File: src/sv/assert_macros.svh
// ----------------------------------------------------------------------------
// Assertion macros
// Shared concurrent assertion forms, clocked on clk and disabled in rst.
// ----------------------------------------------------------------------------
`ifndef ASSERT_MACROS_SVH
`define ASSERT_MACROS_SVH

// Same-cycle implication
`define ASSERT_IMPLY(label, ante, cons, msg) \
  label: assert property (@(posedge clk) disable iff (rst) (ante) |-> (cons)) \
    else $error(msg);

// Next-cycle implication
`define ASSERT_NEXT(label, ante, cons, msg) \
  label: assert property (@(posedge clk) disable iff (rst) (ante) |=> (cons)) \
    else $error(msg);

`endif

File: src/sv/dmds_pkg.sv
// ----------------------------------------------------------------------------
// dmds_pkg
// Types, widths and codes shared by the dual motor drive shaper.
// ----------------------------------------------------------------------------
`default_nettype none

package dmds_pkg;

  // Field widths
  localparam int MV_W      = 15;
  localparam int SP_W      = 16;
  localparam int GAIN_W    = 20;
  localparam int RATE_W    = 16;
  localparam int ELAPSED_W = 16;
  localparam int LIMIT_W   = RATE_W + ELAPSED_W - 10;
  localparam int DUTY_W    = 8;
  localparam int BRIDGE_W  = 4;
  localparam int ADDR_W    = 5;
  localparam int DATA_W    = 32;

  localparam int DEF_PWM_FULL_SCALE = 255;

  // Bridge patterns
  localparam logic [BRIDGE_W-1:0] BRIDGE_BRAKE     = 4'h0;
  localparam logic [BRIDGE_W-1:0] BRIDGE_FREEWHEEL = 4'hF;

  // Register indexes
  localparam logic [2:0] REG_DEADBAND = 3'd0;
  localparam logic [2:0] REG_CLAMP    = 3'd1;
  localparam logic [2:0] REG_GAIN     = 3'd2;
  localparam logic [2:0] REG_RATE     = 3'd3;
  localparam logic [2:0] REG_SLEW_EN  = 3'd4;
  localparam logic [2:0] REG_INVERT   = 3'd5;

  typedef enum logic [1:0] {
    CMD_SET       = 2'd0,
    CMD_BRAKE     = 2'd1,
    CMD_FREEWHEEL = 2'd2,
    CMD_TICK      = 2'd3
  } cmd_t;

  typedef enum logic [1:0] {
    MODE_RUNNING   = 2'd0,
    MODE_BRAKING   = 2'd1,
    MODE_FREEWHEEL = 2'd2
  } mode_t;

  typedef struct packed {
    logic [MV_W-1:0]   deadband_mv;
    logic [MV_W-1:0]   clamp_mv;
    logic [GAIN_W-1:0] pwm_gain_q16;
    logic [RATE_W-1:0] slew_rate;
    logic              slew_enable;
    logic [1:0]        invert_mask;
  } cfg_t;

  // Shaped request handed from the shaping stage to the PWM scaling stage
  typedef struct packed {
    logic                valid;
    logic                brake;
    logic [BRIDGE_W-1:0] bridge;
    logic [MV_W-1:0]     left_mag;
    logic [MV_W-1:0]     right_mag;
  } shaped_t;

endpackage

`default_nettype wire

File: src/sv/dmds_if.sv
// ----------------------------------------------------------------------------
// dmds channel interfaces
// Valid/ready channels for command requests and bridge results.
// ----------------------------------------------------------------------------
`default_nettype none

interface dmds_item_if;
  import dmds_pkg::*;

  logic                        valid;
  logic                        ready;
  logic [1:0]                  command;
  logic signed [SP_W-1:0]      left_setpoint_mv;
  logic signed [SP_W-1:0]      right_setpoint_mv;
  logic [ELAPSED_W-1:0]        elapsed_us;

  modport source (output valid, command, left_setpoint_mv, right_setpoint_mv,
                  elapsed_us, input ready);
  modport sink   (input valid, command, left_setpoint_mv, right_setpoint_mv,
                  elapsed_us, output ready);
endinterface

interface dmds_result_if;
  import dmds_pkg::*;

  logic                valid;
  logic                ready;
  logic [BRIDGE_W-1:0] bridge_inputs;
  logic [DUTY_W-1:0]   enable_left;
  logic [DUTY_W-1:0]   enable_right;

  modport source (output valid, bridge_inputs, enable_left, enable_right,
                  input ready);
  modport sink   (input valid, bridge_inputs, enable_left, enable_right,
                  output ready);
endinterface

`default_nettype wire

File: src/sv/dmds_cfg.sv
// ----------------------------------------------------------------------------
// dmds_cfg
// APB register file for the shaper settings.
// ----------------------------------------------------------------------------
`default_nettype none

module dmds_cfg (
  input  logic                        clk,
  input  logic                        rst,
  input  logic                        psel,
  input  logic                        penable,
  input  logic                        pwrite,
  input  logic [dmds_pkg::ADDR_W-1:0] paddr,
  input  logic [dmds_pkg::DATA_W-1:0] pwdata,
  output logic [dmds_pkg::DATA_W-1:0] prdata,
  output logic                        pready,
  output dmds_pkg::cfg_t              cfg
);
  import dmds_pkg::*;

  logic [2:0] reg_index;
  logic       wr_en;

  assign pready    = 1'b1;
  assign reg_index = paddr[ADDR_W-1:2];
  assign wr_en     = psel && penable && pwrite && pready;

  // Write registers
  always_ff @(posedge clk) begin
    if (rst) begin
      cfg.deadband_mv  <= '0;
      cfg.clamp_mv     <= '1;
      cfg.pwm_gain_q16 <= '0;
      cfg.slew_rate    <= '0;
      cfg.slew_enable  <= 1'b0;
      cfg.invert_mask  <= '0;
    end else if (wr_en) begin
      unique case (reg_index)
        REG_DEADBAND: cfg.deadband_mv  <= pwdata[MV_W-1:0];
        REG_CLAMP:    cfg.clamp_mv     <= pwdata[MV_W-1:0];
        REG_GAIN:     cfg.pwm_gain_q16 <= pwdata[GAIN_W-1:0];
        REG_RATE:     cfg.slew_rate    <= pwdata[RATE_W-1:0];
        REG_SLEW_EN:  cfg.slew_enable  <= pwdata[0];
        REG_INVERT:   cfg.invert_mask  <= pwdata[1:0];
        default: ;
      endcase
    end
  end

  // Read back
  always_comb begin
    prdata = '0;
    unique case (reg_index)
      REG_DEADBAND: prdata = DATA_W'(cfg.deadband_mv);
      REG_CLAMP:    prdata = DATA_W'(cfg.clamp_mv);
      REG_GAIN:     prdata = DATA_W'(cfg.pwm_gain_q16);
      REG_RATE:     prdata = DATA_W'(cfg.slew_rate);
      REG_SLEW_EN:  prdata = DATA_W'(cfg.slew_enable);
      REG_INVERT:   prdata = DATA_W'(cfg.invert_mask);
      default:      prdata = '0;
    endcase
  end

endmodule

`default_nettype wire

File: src/sv/dmds_shape.sv
// ----------------------------------------------------------------------------
// dmds_shape
// Input register with slew step product, drive state, and magnitude shaping.
// ----------------------------------------------------------------------------
`default_nettype none

module dmds_shape (
  input  logic                             clk,
  input  logic                             rst,
  input  logic                             advance,
  input  logic                             accept,
  input  logic [1:0]                       command,
  input  logic signed [dmds_pkg::SP_W-1:0] left_setpoint_mv,
  input  logic signed [dmds_pkg::SP_W-1:0] right_setpoint_mv,
  input  logic [dmds_pkg::ELAPSED_W-1:0]   elapsed_us,
  input  dmds_pkg::cfg_t                   cfg,
  output dmds_pkg::shaped_t                shaped
);
  import dmds_pkg::*;

  // Input stage
  logic                      s1_valid;
  cmd_t                      s1_cmd;
  logic signed [SP_W-1:0]    s1_left;
  logic signed [SP_W-1:0]    s1_right;
  logic [LIMIT_W-1:0]        s1_limit;
  logic [RATE_W+ELAPSED_W-1:0] step_prod;

  // Drive state
  mode_t                     drive_mode, drive_mode_next;
  logic signed [SP_W-1:0]    left_target, left_target_next;
  logic signed [SP_W-1:0]    right_target, right_target_next;
  logic [MV_W-1:0]           left_applied, left_applied_next;
  logic [MV_W-1:0]           right_applied, right_applied_next;

  logic [MV_W-1:0]           left_mag, right_mag;
  logic                      left_fwd, right_fwd;
  shaped_t                   shaped_next;

  // Deadband, clamp and slew limit one motor's magnitude
  function automatic logic [MV_W-1:0] shape_mag(
    input logic signed [SP_W-1:0] target,
    input logic [MV_W-1:0]        applied,
    input logic [LIMIT_W-1:0]     limit,
    input cfg_t                   c
  );
    logic [SP_W-1:0] mag;
    logic [MV_W-1:0] m;
    mag = target[SP_W-1] ? SP_W'(-target) : SP_W'(target);
    if (mag < {1'b0, c.deadband_mv}) begin
      m = '0;
    end else if (mag > {1'b0, c.clamp_mv}) begin
      m = c.clamp_mv;
    end else begin
      m = mag[MV_W-1:0];
    end
    if (c.slew_enable) begin
      if (m > applied && LIMIT_W'(m - applied) > limit) begin
        m = applied + limit[MV_W-1:0];
      end else if (applied > m && LIMIT_W'(applied - m) > limit) begin
        m = applied - limit[MV_W-1:0];
      end
    end
    return m;
  endfunction

  // Allowed step per tick: rate times elapsed, in units of 1024 us
  assign step_prod = cfg.slew_rate * elapsed_us;

  // Capture request
  always_ff @(posedge clk) begin
    if (rst) begin
      s1_valid <= 1'b0;
    end else if (advance) begin
      s1_valid <= accept;
    end
  end

  always_ff @(posedge clk) begin
    if (advance) begin
      s1_cmd   <= cmd_t'(command);
      s1_left  <= left_setpoint_mv;
      s1_right <= right_setpoint_mv;
      s1_limit <= step_prod[RATE_W+ELAPSED_W-1:10];
    end
  end

  assign left_mag  = shape_mag(left_target, left_applied, s1_limit, cfg);
  assign right_mag = shape_mag(right_target, right_applied, s1_limit, cfg);
  assign left_fwd  = left_target[SP_W-1] ^ cfg.invert_mask[0];
  assign right_fwd = right_target[SP_W-1] ^ cfg.invert_mask[1];

  // Decode command, update state and build the bridge pattern
  always_comb begin
    drive_mode_next    = drive_mode;
    left_target_next   = left_target;
    right_target_next  = right_target;
    left_applied_next  = left_applied;
    right_applied_next = right_applied;
    shaped_next        = '0;
    if (s1_valid) begin
      unique case (s1_cmd)
        CMD_SET: begin
          left_target_next  = s1_left;
          right_target_next = s1_right;
          drive_mode_next   = MODE_RUNNING;
        end
        CMD_BRAKE, CMD_FREEWHEEL: begin
          drive_mode_next    = (s1_cmd == CMD_BRAKE) ? MODE_BRAKING : MODE_FREEWHEEL;
          left_applied_next  = '0;
          right_applied_next = '0;
          shaped_next.valid  = 1'b1;
          shaped_next.brake  = (s1_cmd == CMD_BRAKE);
          shaped_next.bridge = (s1_cmd == CMD_BRAKE) ? BRIDGE_BRAKE : BRIDGE_FREEWHEEL;
        end
        CMD_TICK: begin
          shaped_next.valid = 1'b1;
          if (drive_mode != MODE_RUNNING) begin
            // Repeat the fixed pattern of the current mode
            left_applied_next  = '0;
            right_applied_next = '0;
            shaped_next.brake  = (drive_mode != MODE_FREEWHEEL);
            shaped_next.bridge = (drive_mode == MODE_FREEWHEEL) ? BRIDGE_FREEWHEEL
                                                                : BRIDGE_BRAKE;
          end else begin
            left_applied_next     = left_mag;
            right_applied_next    = right_mag;
            shaped_next.left_mag  = left_mag;
            shaped_next.right_mag = right_mag;
            if (left_mag != '0) begin
              shaped_next.bridge[0] = left_fwd;
              shaped_next.bridge[1] = !left_fwd;
            end
            if (right_mag != '0) begin
              shaped_next.bridge[2] = right_fwd;
              shaped_next.bridge[3] = !right_fwd;
            end
          end
        end
        default: ;
      endcase
    end
  end

  // State and stage registers
  always_ff @(posedge clk) begin
    if (rst) begin
      drive_mode    <= MODE_BRAKING;
      left_target   <= '0;
      right_target  <= '0;
      left_applied  <= '0;
      right_applied <= '0;
      shaped.valid  <= 1'b0;
    end else if (advance) begin
      drive_mode    <= drive_mode_next;
      left_target   <= left_target_next;
      right_target  <= right_target_next;
      left_applied  <= left_applied_next;
      right_applied <= right_applied_next;
      shaped        <= shaped_next;
    end
  end

endmodule

`default_nettype wire

File: src/sv/dmds_scale.sv
// ----------------------------------------------------------------------------
// dmds_scale
// PWM duty scaling with saturation and the result register.
// ----------------------------------------------------------------------------
`default_nettype none

module dmds_scale #(
  parameter int PWM_FULL_SCALE = dmds_pkg::DEF_PWM_FULL_SCALE
) (
  input  logic                          clk,
  input  logic                          rst,
  input  logic                          advance,
  input  logic [dmds_pkg::GAIN_W-1:0]   pwm_gain_q16,
  input  dmds_pkg::shaped_t             shaped,
  output logic                          result_valid,
  output logic [dmds_pkg::BRIDGE_W-1:0] bridge_inputs,
  output logic [dmds_pkg::DUTY_W-1:0]   enable_left,
  output logic [dmds_pkg::DUTY_W-1:0]   enable_right
);
  import dmds_pkg::*;

  localparam int PROD_W = MV_W + GAIN_W;
  localparam logic [DUTY_W-1:0] FULL_DUTY =
    DUTY_W'((PWM_FULL_SCALE > 255) ? 255 : PWM_FULL_SCALE);

  logic [PROD_W-1:0] left_prod, right_prod;
  logic [DUTY_W-1:0] left_duty, right_duty;

  // Scale millivolts by the Q16 gain and saturate
  assign left_prod  = shaped.left_mag * pwm_gain_q16;
  assign right_prod = shaped.right_mag * pwm_gain_q16;

  assign left_duty  = (left_prod[PROD_W-1:16] > (PROD_W-16)'(FULL_DUTY))
                      ? FULL_DUTY : left_prod[16 +: DUTY_W];
  assign right_duty = (right_prod[PROD_W-1:16] > (PROD_W-16)'(FULL_DUTY))
                      ? FULL_DUTY : right_prod[16 +: DUTY_W];

  // Result register
  always_ff @(posedge clk) begin
    if (rst) begin
      result_valid <= 1'b0;
    end else if (advance) begin
      result_valid <= shaped.valid;
    end
  end

  always_ff @(posedge clk) begin
    if (advance) begin
      bridge_inputs <= shaped.bridge;
      enable_left   <= shaped.brake ? FULL_DUTY : left_duty;
      enable_right  <= shaped.brake ? FULL_DUTY : right_duty;
    end
  end

endmodule

`default_nettype wire

File: src/sv/dual_motor_drive_shaper.sv
// Two-motor H-bridge drive shaper. Requests enter on the item channel (set
// setpoints, brake, freewheel, tick) and bridge patterns leave on the result
// channel, one result per brake, freewheel or tick request and none for set.
// One request is accepted every clock unless a result is stalled; each one
// passes the input register, which takes the slew step product, the shaping
// stage, which applies deadband, clamp and slew limit and updates the drive
// state, and the scaling stage, which multiplies by the PWM gain into the
// result register. A stalled result holds the whole pipe. The user is to write
// settings over the APB port while the block is idle; the block does not enforce it.
// ----------------------------------------------------------------------------
// dual_motor_drive_shaper
// Top level: APB settings, shaping pipeline and result channel.
// ----------------------------------------------------------------------------
`default_nettype none
`include "assert_macros.svh"

module dual_motor_drive_shaper #(
  parameter int PWM_FULL_SCALE = dmds_pkg::DEF_PWM_FULL_SCALE
) (
  input  logic                        clk,
  input  logic                        rst,
  dmds_item_if.sink                   item,
  dmds_result_if.source               result,
  input  logic                        psel,
  input  logic                        penable,
  input  logic                        pwrite,
  input  logic [dmds_pkg::ADDR_W-1:0] paddr,
  input  logic [dmds_pkg::DATA_W-1:0] pwdata,
  output logic [dmds_pkg::DATA_W-1:0] prdata,
  output logic                        pready
);
  import dmds_pkg::*;

  cfg_t    cfg;
  shaped_t shaped;
  logic    advance;
  logic    accept;

  // Advance the pipe unless a finished result is waiting
  assign advance    = !result.valid || result.ready;
  assign item.ready = advance;
  assign accept     = item.valid && advance;

  dmds_cfg u_cfg (
    .clk     (clk),
    .rst     (rst),
    .psel    (psel),
    .penable (penable),
    .pwrite  (pwrite),
    .paddr   (paddr),
    .pwdata  (pwdata),
    .prdata  (prdata),
    .pready  (pready),
    .cfg     (cfg)
  );

  dmds_shape u_shape (
    .clk               (clk),
    .rst               (rst),
    .advance           (advance),
    .accept            (accept),
    .command           (item.command),
    .left_setpoint_mv  (item.left_setpoint_mv),
    .right_setpoint_mv (item.right_setpoint_mv),
    .elapsed_us        (item.elapsed_us),
    .cfg               (cfg),
    .shaped            (shaped)
  );

  dmds_scale #(
    .PWM_FULL_SCALE (PWM_FULL_SCALE)
  ) u_scale (
    .clk           (clk),
    .rst           (rst),
    .advance       (advance),
    .pwm_gain_q16  (cfg.pwm_gain_q16),
    .shaped        (shaped),
    .result_valid  (result.valid),
    .bridge_inputs (result.bridge_inputs),
    .enable_left   (result.enable_left),
    .enable_right  (result.enable_right)
  );

  // Both left inputs high only in freewheel, which drives no enable
  `ASSERT_IMPLY(a_left_pair_freewheel, result.valid && result.bridge_inputs[1:0] == 2'b11, result.bridge_inputs == BRIDGE_FREEWHEEL && result.enable_left == '0 && result.enable_right == '0, "left pair high outside freewheel")
  // A running motor left off carries no duty
  `ASSERT_IMPLY(a_left_off_no_duty, result.valid && result.bridge_inputs[1:0] == 2'b00 && result.bridge_inputs[3:2] != 2'b00, result.enable_left == '0, "left duty without direction")
  // A stalled result stays valid until it is taken
  `ASSERT_NEXT(a_stall_holds_result, result.valid && !result.ready, result.valid, "pending result dropped")

endmodule

`default_nettype wire

File: src/flat_wrapper.sv
// flat-port wrapper written by rule: the top's interface ports become plain ports
module dual_motor_drive_shaper_flat import dmds_pkg::*;
#(
  parameter int PWM_FULL_SCALE = dmds_pkg::DEF_PWM_FULL_SCALE
)
  (clk, rst, psel, penable, pwrite, paddr, pwdata, prdata, pready, item_valid, item_command, item_left_setpoint_mv, item_right_setpoint_mv, item_elapsed_us, item_ready, result_valid, result_bridge_inputs, result_enable_left, result_enable_right, result_ready);
  dmds_item_if item_i ();
  dmds_result_if result_i ();
  input  logic clk;
  input  logic rst;
  input  logic psel;
  input  logic penable;
  input  logic pwrite;
  input  logic [dmds_pkg::ADDR_W-1:0] paddr;
  input  logic [dmds_pkg::DATA_W-1:0] pwdata;
  output logic [dmds_pkg::DATA_W-1:0] prdata;
  output logic pready;
  input wire logic [$bits(item_i.valid)-1:0] item_valid;
  input wire logic [$bits(item_i.command)-1:0] item_command;
  input wire logic [$bits(item_i.left_setpoint_mv)-1:0] item_left_setpoint_mv;
  input wire logic [$bits(item_i.right_setpoint_mv)-1:0] item_right_setpoint_mv;
  input wire logic [$bits(item_i.elapsed_us)-1:0] item_elapsed_us;
  output wire logic [$bits(item_i.ready)-1:0] item_ready;
  output wire logic [$bits(result_i.valid)-1:0] result_valid;
  output wire logic [$bits(result_i.bridge_inputs)-1:0] result_bridge_inputs;
  output wire logic [$bits(result_i.enable_left)-1:0] result_enable_left;
  output wire logic [$bits(result_i.enable_right)-1:0] result_enable_right;
  input wire logic [$bits(result_i.ready)-1:0] result_ready;
  assign item_i.valid = item_valid;
  assign item_i.command = item_command;
  assign item_i.left_setpoint_mv = item_left_setpoint_mv;
  assign item_i.right_setpoint_mv = item_right_setpoint_mv;
  assign item_i.elapsed_us = item_elapsed_us;
  assign item_ready = item_i.ready;
  assign result_valid = result_i.valid;
  assign result_bridge_inputs = result_i.bridge_inputs;
  assign result_enable_left = result_i.enable_left;
  assign result_enable_right = result_i.enable_right;
  assign result_i.ready = result_ready;
  dual_motor_drive_shaper #(.PWM_FULL_SCALE(PWM_FULL_SCALE)) u_core (.clk(clk), .rst(rst), .item(item_i), .result(result_i), .psel(psel), .penable(penable), .pwrite(pwrite), .paddr(paddr), .pwdata(pwdata), .prdata(prdata), .pready(pready));
endmodule
File: config.mk
export PLATFORM = sky130hd
export DESIGN_NAME = dual_motor_drive_shaper_flat
export DESIGN_NICKNAME = d
export VERILOG_FILES = /design/src/sv/dmds_pkg.sv /design/src/sv/dmds_if.sv /design/src/sv/dmds_cfg.sv /design/src/sv/dmds_shape.sv /design/src/sv/dmds_scale.sv /design/src/sv/dual_motor_drive_shaper.sv /design/src/flat_wrapper.sv
export VERILOG_INCLUDE_DIRS = /design/src /design/src/sv
export SDC_FILE = /design/constraint.sdc
export NUM_CORES = 2
export LEC_CHECK = 0
export BUFFER_PORTS_ARGS = -buffer_cell sky130_fd_sc_hd__buf_2
export CAP_MARGIN = 10
export CORE_MARGIN = 3
export CORE_UTILIZATION = 59
export CTS_CLUSTER_SIZE = 30
export DETAILED_ROUTE_END_ITERATION = 10
export PLACE_DENSITY_LB_ADDON = 0.08
export SLEW_MARGIN = 40
export SYNTH_ARGS = -nofsm -noshare
export SYNTH_HDL_FRONTEND = slang
export SYNTH_SLANG_ARGS = --single-unit
export TNS_END_PERCENT = 20
File: constraint.sdc
create_clock -name clk -period 8.25 [get_ports clk]
set_clock_uncertainty 0.1 [all_clocks]
set_input_delay 0 -clock clk [delete_from_list [all_inputs] [get_ports clk]]
set_output_delay 0 -clock clk [all_outputs]
set_load 0.005 [all_outputs]
==> impl_results.md <==
- Slowest CP cell: nor4_4
- Fin area: approximately 53000 µm²
- Top post-synthesis cells by area: fa_1 29%, ha_1 15%, edfxtp_1 7.4%, nand2_1 6.9%, inv_1 6.8%
- Most frequent cell after synthesis: nand2_1
- Total GRT Usage: 0.354
- CP max FO: 5
- TritonCTS clock tree: yes
- R2R Setup Slk: -0.09 ns
- DP HPWL: 113000 µm
- Setup TNS: -0.147 ns
- RePlAce Congestion: 0.988
- Htree depth: 1
- Synth top area share: 0.293
- FF-to-FF Start: u_core.u_shape.left_target[4]
- I/O pin count: 149
- Via/cell ratio: ~5.8
- Drc violations: 0
- Top FF cell, synth: dfxtp_1
- Fmax: roughly 0.12 GHz
- Core area: 75200 µm²
- Area leader, netlist: fa_1
- Clk slew on worst S/H paths: ~0.060 ns
- HP Class: in -> reg
- CP Data Required Time: 8.50 ns
- Critical Path End Type: flip-flop
- Nets: slightly below 7000
- Fin crit share: 1.01
- Routed WL: around 140000 µm
- Largest net degree at the start of global routing: slightly above 80
- Setup repair after global routing missed its margin: yes
- Final Hold Violating Endpoints: 0
- Max-slew headroom: 0.406
- CP startpoint kind: flip-flop
- Hold Startpoint: item_right_setpoint_mv[1]
- Die area: between 80000 and 90000 µm²
- Die Span Y: about 280 µm
- Gate Count Post-Synth: between 5000 and 6000
- Synth Register Bits: 247
- Hold Slack: 0.0102 ns
- DR WL/cell: 21.4 µm
- Worst vdd ir: approximately 210 µV
- Initial antenna violation count: 5
- Post-synth ARST share: 0
- Synth top cells by count: 832 x nand2_1, 820 x inv_1, 663 x fa_1, 555 x ha_1, 346 x and2_1
- Root cell of the clock tree: clkbuf_16
- Synth warn: 0
- Max-cap violations: 0
- Mapped cell area: 45300 µm²
- Chip Width: 283 µm
- Worst-Margin Slew: approximately 0.89 ns
- Leak: approximately 0.025 µW
- Post-synthesis area per instance: 8.69 µm²
- Slowest stage delay, CP: approximately 0.41 ns
- Slew Limit Fails: 0
- Pre-CTS WS: -0.790 ns
- Post-layout worst setup margin: -0.0857 ns
- Minimum clock period: between 8 and 9 ns
- Setup violators final: 2
- Status: finished, violations left
- Filler cells: a little over 6000
- R2R Path End: u_core.u_shape.shaped[31]
- Row count: 100
- Reg area: 6070 µm²
- Dpl cell area: roughly 49000 µm²
- Reg2reg path depth: between 40 and 50
- Initial DRC Count: 3304
- Multi-input logic area: 36200 µm²
- Seq/Total Area, Yosys: 0.134
- EDFF count, synth: 111
- Area growth from synthesis to layout: 16.4%
- CTS Sinks: around 250
- Worst Path Arrival: about 8.6 ns
- Failing checks: setup timing
- Share of layout cells above drive strength 1: 0.147
- Port-buffer cells: roughly 120
- Hold Path End: u_core.u_shape.s1_right[1]
- Hold depth: 2
- CTS Buffer Depth: 3
- Yosys cell types: 99
- Power per cell area: 94.0 nW/µm²
- Tot Pwr: about 5000 µW
- CTS buffer count: 31
- Vias: 38796
- Later-pin clock latency in the skew report: roughly 0.63 ns
- Vias in the first global route: slightly below 40000
- Pre-Repair DR Iteration Count: 5
- Congestion Overflow GR: 0
- Initial Utilization: 0.602
- First-pass GRT wire length: 223000 µm
- Post-DRT Antenna Nets: 0
- Critical path class: reg -> reg
placed cells by master, fill, tap and decap left out, types with 13 or more instances in the layout:
cell             n
a211o_1         18
a211oi_1        20
a21o_1          46
a21oi_1        244
a21oi_2         13
a31oi_1         16
and2_1         344
and3_1          19
buf_2          120
buf_4          415
buf_6           20
clkbuf_16       31
conb_1          13
dfxtp_1        124
dlygate4sd3_1   92
edfxtp_1       111
fa_1           663
ha_1           534
ha_4            20
inv_1          813
mux2i_1         31
mux4_2          14
nand2_1        829
nand2b_1        35
nand3_1         53
nand4_1         42
nor2_1         203
nor2b_1         53
nor3_1          39
o211ai_1        21
o21a_1          18
o21ai_0        100
o21ai_1         34
o21ai_2         13
o21bai_1        23
or3_1           14
xnor2_1         85
xor2_1          50
flip-flops by register name, indices dropped and copies added (netlist names):
signal	flops
u_core.u_cfg.cfg	69
u_core.u_shape.shaped	36
u_core.u_shape.s1_limit	22
u_core.u_shape.left_target	16
u_core.u_shape.right_target	16
u_core.u_shape.s1_left	16
u_core.u_shape.s1_right	16
u_core.u_shape.left_applied	15
u_core.u_shape.right_applied	15
u_core.u_scale.enable_left	8
u_core.u_scale.enable_right	8
u_core.u_scale.bridge_inputs	4
u_core.u_shape.drive_mode	2
u_core.u_shape.s1_cmd	2
u_core.u_scale.result_valid	1
u_core.u_shape.s1_valid	1
final cells by class:
| class | count | share of cell area |
|---|---|---|
| multi-input combinational | 3891 | 0.687 |
| sequential | 247 | 0.115 |
| timing repair buffer | 652 | 0.0942 |
| inverter | 822 | 0.0586 |
| tap | 1020 | 0.0242 |
| clock buffer | 36 | 0.0156 |
| clock inverter | 22 | 0.00534 |
| antenna | 3 | 0.000142 |
layer usage:
metal  routed length, µm  vias to the layer above  GRT usage
li1                    -                    17629          -
met1               60100                    19188      0.491
met2               65200                     1670      0.570
met3               11100                      305     0.0469
met4                6480                        4      0.135
met5                  21                        -          0
worst max-delay path by stage:
stage / start / endpoint / cells past startpoint / slack (ns)
after floorplan: u_core.u_shape.left_target[5] / u_core.u_shape.shaped[30] / 39 / 0.002
after global placement: u_core.u_shape.left_target[5] / u_core.u_shape.shaped[31] / 34 / -0.53
after detailed placement: u_core.u_shape.left_target[5] / u_core.u_shape.shaped[31] / 35 / -0.79
after CTS: u_core.u_shape.right_target[10] / u_core.u_shape.shaped[32] / 37 / -0.08
after global routing: u_core.u_shape.left_target[4] / u_core.u_shape.shaped[31] / 42 / -0.48
final: u_core.u_shape.left_target[4] / u_core.u_shape.shaped[31] / 42 / -0.09
where the power goes:
part | internal [µW] | switching (µW) | leakage, µW | total (µW)
sequential | 1330 | 63.9 | 0.00230 | 1390
clock | 861 | 627 | 0.000535 | 1490
combinational | 941 | 1130 | 0.0226 | 2080
total | 3130 | 1830 | 0.0254 | 4960
stage by stage:
| step | instances | util |
|---|---|---|
| 2_1_floorplan | 5220 | - |
| 3_3_place_gp | 6490 | 0.654 |
| 3_5_place_dp | 6491 | 0.655 |
| 4_1_cts | 6666 | 0.688 |
| 5_1_grt | 6691 | 0.701 |
| 6_report | 6693 | 0.701 |
critical path, delay by kind of cell (launching register included):
| family | cells | cell delay (ns) |
|---|---|---|
| buf+inv | 8 | 1.21 |
| fa+ha+maj | 3 | 0.69 |
| compound gates | 18 | 3.31 |
| flops | 1 | 0.33 |
| xor+xnor | 1 | 0.24 |
| simple gates | 12 | 2.17 |
cell families after synthesis:
logic type,share of synthesized area
AOI/OAI and AO/OA,0.105
other,0.000166
adders and majority gates,0.446
DFF,0.134
muxes,0.0148
buffers and inverters,0.0916
xor gates and xnor gates,0.0273
and+or+nand+nor,0.181
timing repair:
action | in CTS | in global routing
setup buffers | 26 | 20
hold buffers | 92 | 0
resized for setup | 77 | 147
pin swaps | 69 | 101
hold endpoints to repair | 112 | 0
endpoints found under the setup margin | 62 | 73
Note: power is estimated with default switching activity, not from simulation.
